`config.mk`:
```
export PLATFORM = sky130hd
export DESIGN_NAME = tppd_track
export DESIGN_NICKNAME = d
export VERILOG_FILES = /design/src/design/tppd_pkg.sv /design/src/design/tppd_track.sv
export SDC_FILE = /design/constraint.sdc
export NUM_CORES = 2
export LEC_CHECK = 0
export BUFFER_PORTS_ARGS = -buffer_cell sky130_fd_sc_hd__buf_4
export CAP_MARGIN = 15
export CORE_UTILIZATION = 57
export CTS_CLUSTER_DIAMETER = 80
export DETAILED_ROUTE_END_ITERATION = 10
export GPL_TIMING_DRIVEN = 0
export PLACE_DENSITY = 0.76
export SLEW_MARGIN = 20
export SYNTH_ARGS = -nofsm -noshare
export SYNTH_HDL_FRONTEND = slang
export SYNTH_SLANG_ARGS = --single-unit
export TNS_END_PERCENT = 1
```
`constraint.sdc`:
```
create_clock -name clk -period 20.8 [get_ports clk]
set_input_delay 2.08 -clock clk [delete_from_list [all_inputs] [get_ports clk]]
set_output_delay 2.08 -clock clk [all_outputs]
set_load 0.1 [all_outputs]
```
`src/design/tppd_pkg.sv`:
```
// Package for the touch pad press detector.
// Holds the request types, configuration register codes, widths and reset values.
// No dependencies.
package tppd_pkg;

	localparam int SAMPLE_W   = 22;
	localparam int FRAC_W     = 16;
	localparam int BASE_W     = SAMPLE_W + FRAC_W;
	localparam int RISE_W     = 7;
	localparam int WEIGHT_W   = 16;
	localparam int TICKS_W    = 16;
	localparam int CFG_IDX_W  = 2;
	localparam int CFG_DATA_W = 16;

	localparam logic [RISE_W-1:0]   RISE_RESET    = 7'd20;
	localparam logic                ACTIVE_RESET  = 1'b1;
	localparam logic [WEIGHT_W-1:0] WEIGHT_RESET  = 16'd328;
	localparam logic [TICKS_W-1:0]  TICKS_RESET   = 16'd75;

	// scale of a raw reading against the Q16 baseline times 100
	localparam logic [22:0] SAMPLE_SCALE = 23'd6553600;

	typedef enum logic [CFG_IDX_W-1:0] {
		REG_RISE_PERCENT   = 2'd0,
		REG_ACTIVE_HIGH    = 2'd1,
		REG_DRIFT_WEIGHT   = 2'd2,
		REG_BLACKOUT_TICKS = 2'd3
	} cfg_reg_t;

	typedef struct packed {
		logic [SAMPLE_W-1:0] sample;
		logic                capture_done;
	} tppd_in_t;

	typedef struct packed {
		logic                touched;
		logic                pressed;
		logic                fired;
		logic                ignored;
		logic                calibrating;
		logic [SAMPLE_W-1:0] baseline_level;
	} tppd_out_t;

	typedef struct packed {
		logic [RISE_W-1:0]   rise_percent;
		logic                active_high;
		logic [WEIGHT_W-1:0] drift_weight;
	} track_cfg_t;

	typedef struct packed {
		logic              calibrating;
		logic              last;
		logic [BASE_W-1:0] init_base;
	} calib_stat_t;

endpackage

```
`src/design/tppd_track.sv`:
```
// Baseline register, touch threshold compare and drift tracking.
// Uses tppd_pkg and the status of tppd_calib.
module tppd_track (
	input  logic                          clk,
	input  logic                          arst_n,
	input  logic                          step,
	input  logic [tppd_pkg::SAMPLE_W-1:0] v,
	input  tppd_pkg::calib_stat_t         cal,
	input  tppd_pkg::track_cfg_t          cfg,
	output logic                          touched,
	output logic [tppd_pkg::SAMPLE_W-1:0] level
);
	import tppd_pkg::*;

	localparam int CMP_W  = BASE_W + 8;
	localparam int DIFF_W = BASE_W + 1;
	localparam int PROD_W = DIFF_W + WEIGHT_W + 1;

	logic [BASE_W-1:0] baseline_q;
	logic [BASE_W-1:0] baseline_d;

	logic [7:0]                factor;
	logic [CMP_W-1:0]          lhs;
	logic [CMP_W-1:0]          rhs;
	logic                      past;
	logic signed [DIFF_W-1:0]  diff;
	logic signed [PROD_W-1:0]  prod;
	logic signed [PROD_W-1:0]  rounded;
	logic signed [BASE_W+1:0]  drifted;

	always_comb begin
		// falling polarity with a percent of 100 or more leaves a zero limit
		if (cfg.active_high) begin
			factor = 8'd100 + 8'(cfg.rise_percent);
		end else if (cfg.rise_percent >= 7'd100) begin
			factor = '0;
		end else begin
			factor = 8'(7'd100 - cfg.rise_percent);
		end
		lhs  = CMP_W'(v) * CMP_W'(SAMPLE_SCALE);
		rhs  = CMP_W'(baseline_q) * CMP_W'(factor);
		past = cfg.active_high ? (lhs > rhs) : (lhs < rhs);
		touched = !cal.calibrating && past;
	end

	// baseline + round(w * ((v << 16) - baseline) / 65536)
	always_comb begin
		diff    = $signed({1'b0, v, {FRAC_W{1'b0}}}) - $signed({1'b0, baseline_q});
		prod    = PROD_W'(diff) * $signed({1'b0, cfg.drift_weight});
		rounded = prod + PROD_W'(32768);
		drifted = $signed({2'b00, baseline_q}) + rounded[PROD_W-1 -: (BASE_W+2)];
	end

	always_comb begin
		priority if (cal.calibrating) begin
			baseline_d = cal.last ? cal.init_base : baseline_q;
		end else if (!past) begin
			baseline_d = drifted[BASE_W-1:0];
		end else begin
			baseline_d = baseline_q;
		end
		level = baseline_d[BASE_W-1 -: SAMPLE_W];
	end

	always_ff @(posedge clk or negedge arst_n) begin
		if (!arst_n) begin
			baseline_q <= '0;
		end else if (step) begin
			baseline_q <= baseline_d;
		end
	end

endmodule

```
==> flow_metrics.py <==
metrics = {
    "logic_synthesis": {
        "synth.mux.area_fraction_pct": 0.0522,
        "async_flop_share_pct": 100,
        "synth_top_family_by_area": "adder cells",
        "fraction_of_the_mapped_netlist_area_in_simple_logic_gates_pct": 17.1,
        "seq_area_frac_synth_pct": 2.48,
        "syn-num-nets": 5818,
        "synth_warnings": 0,
        "syn_area_per_cell_sq_um": 8.46,
        "yosys.area.top_type": "sky130_fd_sc_hd__fa_1",
        "synth-edff-count": 0,
        "synth_fa_ha_area_share_pct": 54.8,
        "synth_area_sq_um": 38300,
        "synthCells": 4534,
        "post_synth_main_area_contributors": "sky130_fd_sc_hd__fa_1 42%, sky130_fd_sc_hd__ha_1 13%, sky130_fd_sc_hd__inv_1 10%",
        "synth-compound-area-share_pct": 9.03,
        "synth_ff_type": "sky130_fd_sc_hd__dfrtp_1",
        "number_of_register_bits_inferred_by_synthesis": 38,
        "synth-xor-area-share_pct": 3.70,
        "ys_types": 79,
        "yosys.area.top_type_share_pct": 42.2,
    },
    "sta": {
        "final_hold_viol_count": 0,
        "final.setup_skew_ns": 0.00871,
        "finalCritPeriodShare_pct": 86.4,
        "max-slew-margin-rel_pct": 20.2,
        "report.final.slew_viol_count": 0,
        "post-route-min-period_ns": 17.97,
        "setup_viol_count_final": 0,
        "grt_setup_unrepaired": "false",
        "max_freq_mhz": 55.6,
        "tightestPinTransition_ns": 1.19,
        "finalSetupTns_ns": 0,
    },
    "layout": {
        "final_common_cell": "sky130_fd_sc_hd__inv_1",
        "areaGrowthSynthToFinish_pct": 5.24,
        "num-fill-cells": 5856,
        "largest_register_ff_count": 38,
        "layout.cells.most_common_list": "1070 x sky130_fd_sc_hd__inv_1, 808 x sky130_fd_sc_hd__fa_1, 593 x sky130_fd_sc_hd__nand2_1, 434 x sky130_fd_sc_hd__and2_1, 387 x sky130_fd_sc_hd__ha_1",
        "fin_nets": 5923,
        "regMostFlops": "baseline_q",
        "drive_gt1_share_pct": 3.60,
        "largest_registers": "baseline_q x38",
    },
    "grt": {
        "number_of_antenna_violations_at_the_first_check_in_global_routing": 4,
        "grt_pass1_vias": 31700,
        "grt_util_all_layers_pct": 32.6,
        "first_pass_grt_wire_length_mm": 171,
        "pin_count_of_the_biggest_net_entering_global_routing": 39,
        "globalRoute.totalOverflow": 0,
    },
    "floorplan": {
        "rows": 94,
        "start_util_pct": 57.9,
        "i_o_pin_count": 112,
        "core-area_sq_um": 66200,
        "die_h_um": 261,
        "design.die.area_sq_um": 68300,
        "die_x_um": 261,
    },
    "detailed_routing": {
        "drt_wl_total_mm": 107,
        "antenna_violating_nets_post_route": 0,
        "detail_route.drc_violations": 10,
        "wire_per_inst_um": 19.5,
        "drt_pre_antenna_iters": 9,
        "dr_total_vias": 30800,
        "average_vias_per_placed_instance": 5.59,
        "drt_iter0_drc": 2305,
    },
    "place": {
        "port_buffers": 98,
        "globalplace.congestion": 0.957,
        "estimated_wirelength_of_the_detail_placed_design_mm": 92.9,
    },
    "cts": {
        "clock_tree.root_cell": "sky130_fd_sc_hd__clkbuf_16",
        "cts_buffer_depth": 2,
        "clk_transition_reported_paths_ns": 0.07,
        "post_cts_repair_resize_count": 0,
        "cts_setup_buffers": 0,
        "clock_latency_ns": 0.31,
        "cts-htree-levels": 2,
        "holdBufCountCts": 0,
        "cts.sinks": 38,
        "tritoncts_buffer_count": 5,
        "cts_tree": "built",
    },
    "setup_path": {
        "cell_at_the_slowest_stage_of_the_critical_path": "sky130_fd_sc_hd__a2111oi_1",
        "critPathArrivalTime_ns": 15.89,
        "required_ns": 18.72,
        "worst-path-buf-inv": 7,
        "timing.critical_path.to_type": "output port",
        "critical_path.most_common_cell": "sky130_fd_sc_hd__fa_1",
        "path_delay_family": "compound AO/OA/AOI/OAI gates",
        "path_class": "input pin to output port",
        "cp_max_fo": 10,
        "path_depth": 48,
        "critPathMaxStageDelay_ns": 0.83,
        "start_kind": "input pin",
        "r2r_worst_path_depth": 47,
    },
    "status": {
        "run_status": "complete, but fails checks",
        "violations_in_the_final_reports": "DRC",
    },
    "min_path": {
        "hp-class": "flip-flop to flip-flop",
        "timing.hold.worst_path_depth": 1,
    },
    "job": {
        "max_cap_viol_count": 0,
    },
}
==> logic make-up (layout without fill, tap and decap cells) <==
kind of cell / after synthesis / after routing
AND/OR/NAND/NOR: 1323 / 1323
buffers and inverters: 1289 / 1395
adder cells (fa/ha/maj): 1195 / 1195
AO/OA/AOI/OAI: 526 / 526
XOR/XNOR: 161 / 161
flip-flops: 38 / 38
multiplexers: 2 / 2
other: 0 / 1
==> stage by stage <==
stage               util [%]  setup WS (ns)  area [sq um]  hold slack [ns]  cells
CTS                     60.9           2.96         40300            0.531   5504
global placement        60.7           2.65         40200            0.510   5496
finish                  60.9           2.83         40400            0.531   5505
global route            60.9           2.47         40300            0.555   5504
detailed placement      60.7           3.00         40200            0.513   5496
floorplan                  -           6.07         38300            0.492   4534
==> path summary, 6_finish.rpt <==
| check | end | start | slack [ns] |
|---|---|---|---|
| setup / recovery | level[21] | v[0] | 2.83 |
| hold / removal | baseline_q[31]$_DFFE_PN0P_ | baseline_q[31]$_DFFE_PN0P_ | 0.53 |
| setup reg to reg | baseline_q[37]$_DFFE_PN0P_ | baseline_q[16]$_DFFE_PN0P_ | 6.49 |
| hold reg to reg | baseline_q[31]$_DFFE_PN0P_ | baseline_q[31]$_DFFE_PN0P_ | 0.53 |
| max in group asynchronous | baseline_q[8]$_DFFE_PN0P_ | arst_n | 18.62 |
| min in group asynchronous | baseline_q[28]$_DFFE_PN0P_ | arst_n | 1.74 |
==> Yosys cell counts (5+ instances only) <==
cell,count
sky130_fd_sc_hd__inv_1,1070
sky130_fd_sc_hd__fa_1,808
sky130_fd_sc_hd__nand2_1,593
sky130_fd_sc_hd__and2_1,434
sky130_fd_sc_hd__ha_1,387
sky130_fd_sc_hd__clkbuf_1,184
sky130_fd_sc_hd__a21oi_1,135
sky130_fd_sc_hd__xnor2_1,109
sky130_fd_sc_hd__o21ai_0,102
sky130_fd_sc_hd__nor2_1,96
sky130_fd_sc_hd__a21o_1,77
sky130_fd_sc_hd__xor2_1,51
sky130_fd_sc_hd__dfrtp_1,38
sky130_fd_sc_hd__a22o_1,37
sky130_fd_sc_hd__nand3_1,33
sky130_fd_sc_hd__nor3_1,29
sky130_fd_sc_hd__o21a_1,27
sky130_fd_sc_hd__nor2b_1,25
sky130_fd_sc_hd__buf_4,24
sky130_fd_sc_hd__and3_1,23
sky130_fd_sc_hd__nand2b_1,21
sky130_fd_sc_hd__a31oi_1,18
sky130_fd_sc_hd__nand4_1,17
sky130_fd_sc_hd__a211oi_1,15
sky130_fd_sc_hd__or3_1,14
sky130_fd_sc_hd__o21bai_1,13
sky130_fd_sc_hd__o31ai_1,11
sky130_fd_sc_hd__o21ai_1,10
sky130_fd_sc_hd__a21boi_0,9
sky130_fd_sc_hd__buf_2,8
sky130_fd_sc_hd__nor4_1,8
sky130_fd_sc_hd__o31a_1,7
sky130_fd_sc_hd__or2_2,7
sky130_fd_sc_hd__o211ai_1,6
sky130_fd_sc_hd__or4_1,6
sky130_fd_sc_hd__a311oi_1,5
==> routing by layer <==
| layer | share of wire (%) | vias up | GRT usage, % | wire (um) |
|---|---|---|---|---|
| met4 | 5.0 | 0 | 13.7 | 5360 |
| met1 | 39 | 15300 | 43.2 | 41800 |
| met5 | 0 | - | 0 | 0 |
| met3 | 9.3 | 264 | 5.66 | 10000 |
| met2 | 47 | 1311 | 52.8 | 50000 |
| li1 | - | 13900 | - | - |
==> final cells by class <==
class / instances / area, sq um / share of cell area [%]
diodes: 1 / 2.50 / 0.00620
clock buffers: 5 / 125 / 0.310
clock inverters: 3 / 45.0 / 0.112
repair buffers: 98 / 736 / 1.82
flip-flops and latches: 38 / 951 / 2.36
inverters: 1070 / 4020 / 9.95
well taps: 864 / 1080 / 2.68
multi-input cells: 3207 / 32500 / 80.5
plain buffers: 219 / 922 / 2.29
Power is not shown: default switching activity piles up to over one toggle a cycle in this logic, so the estimate is an artifact.
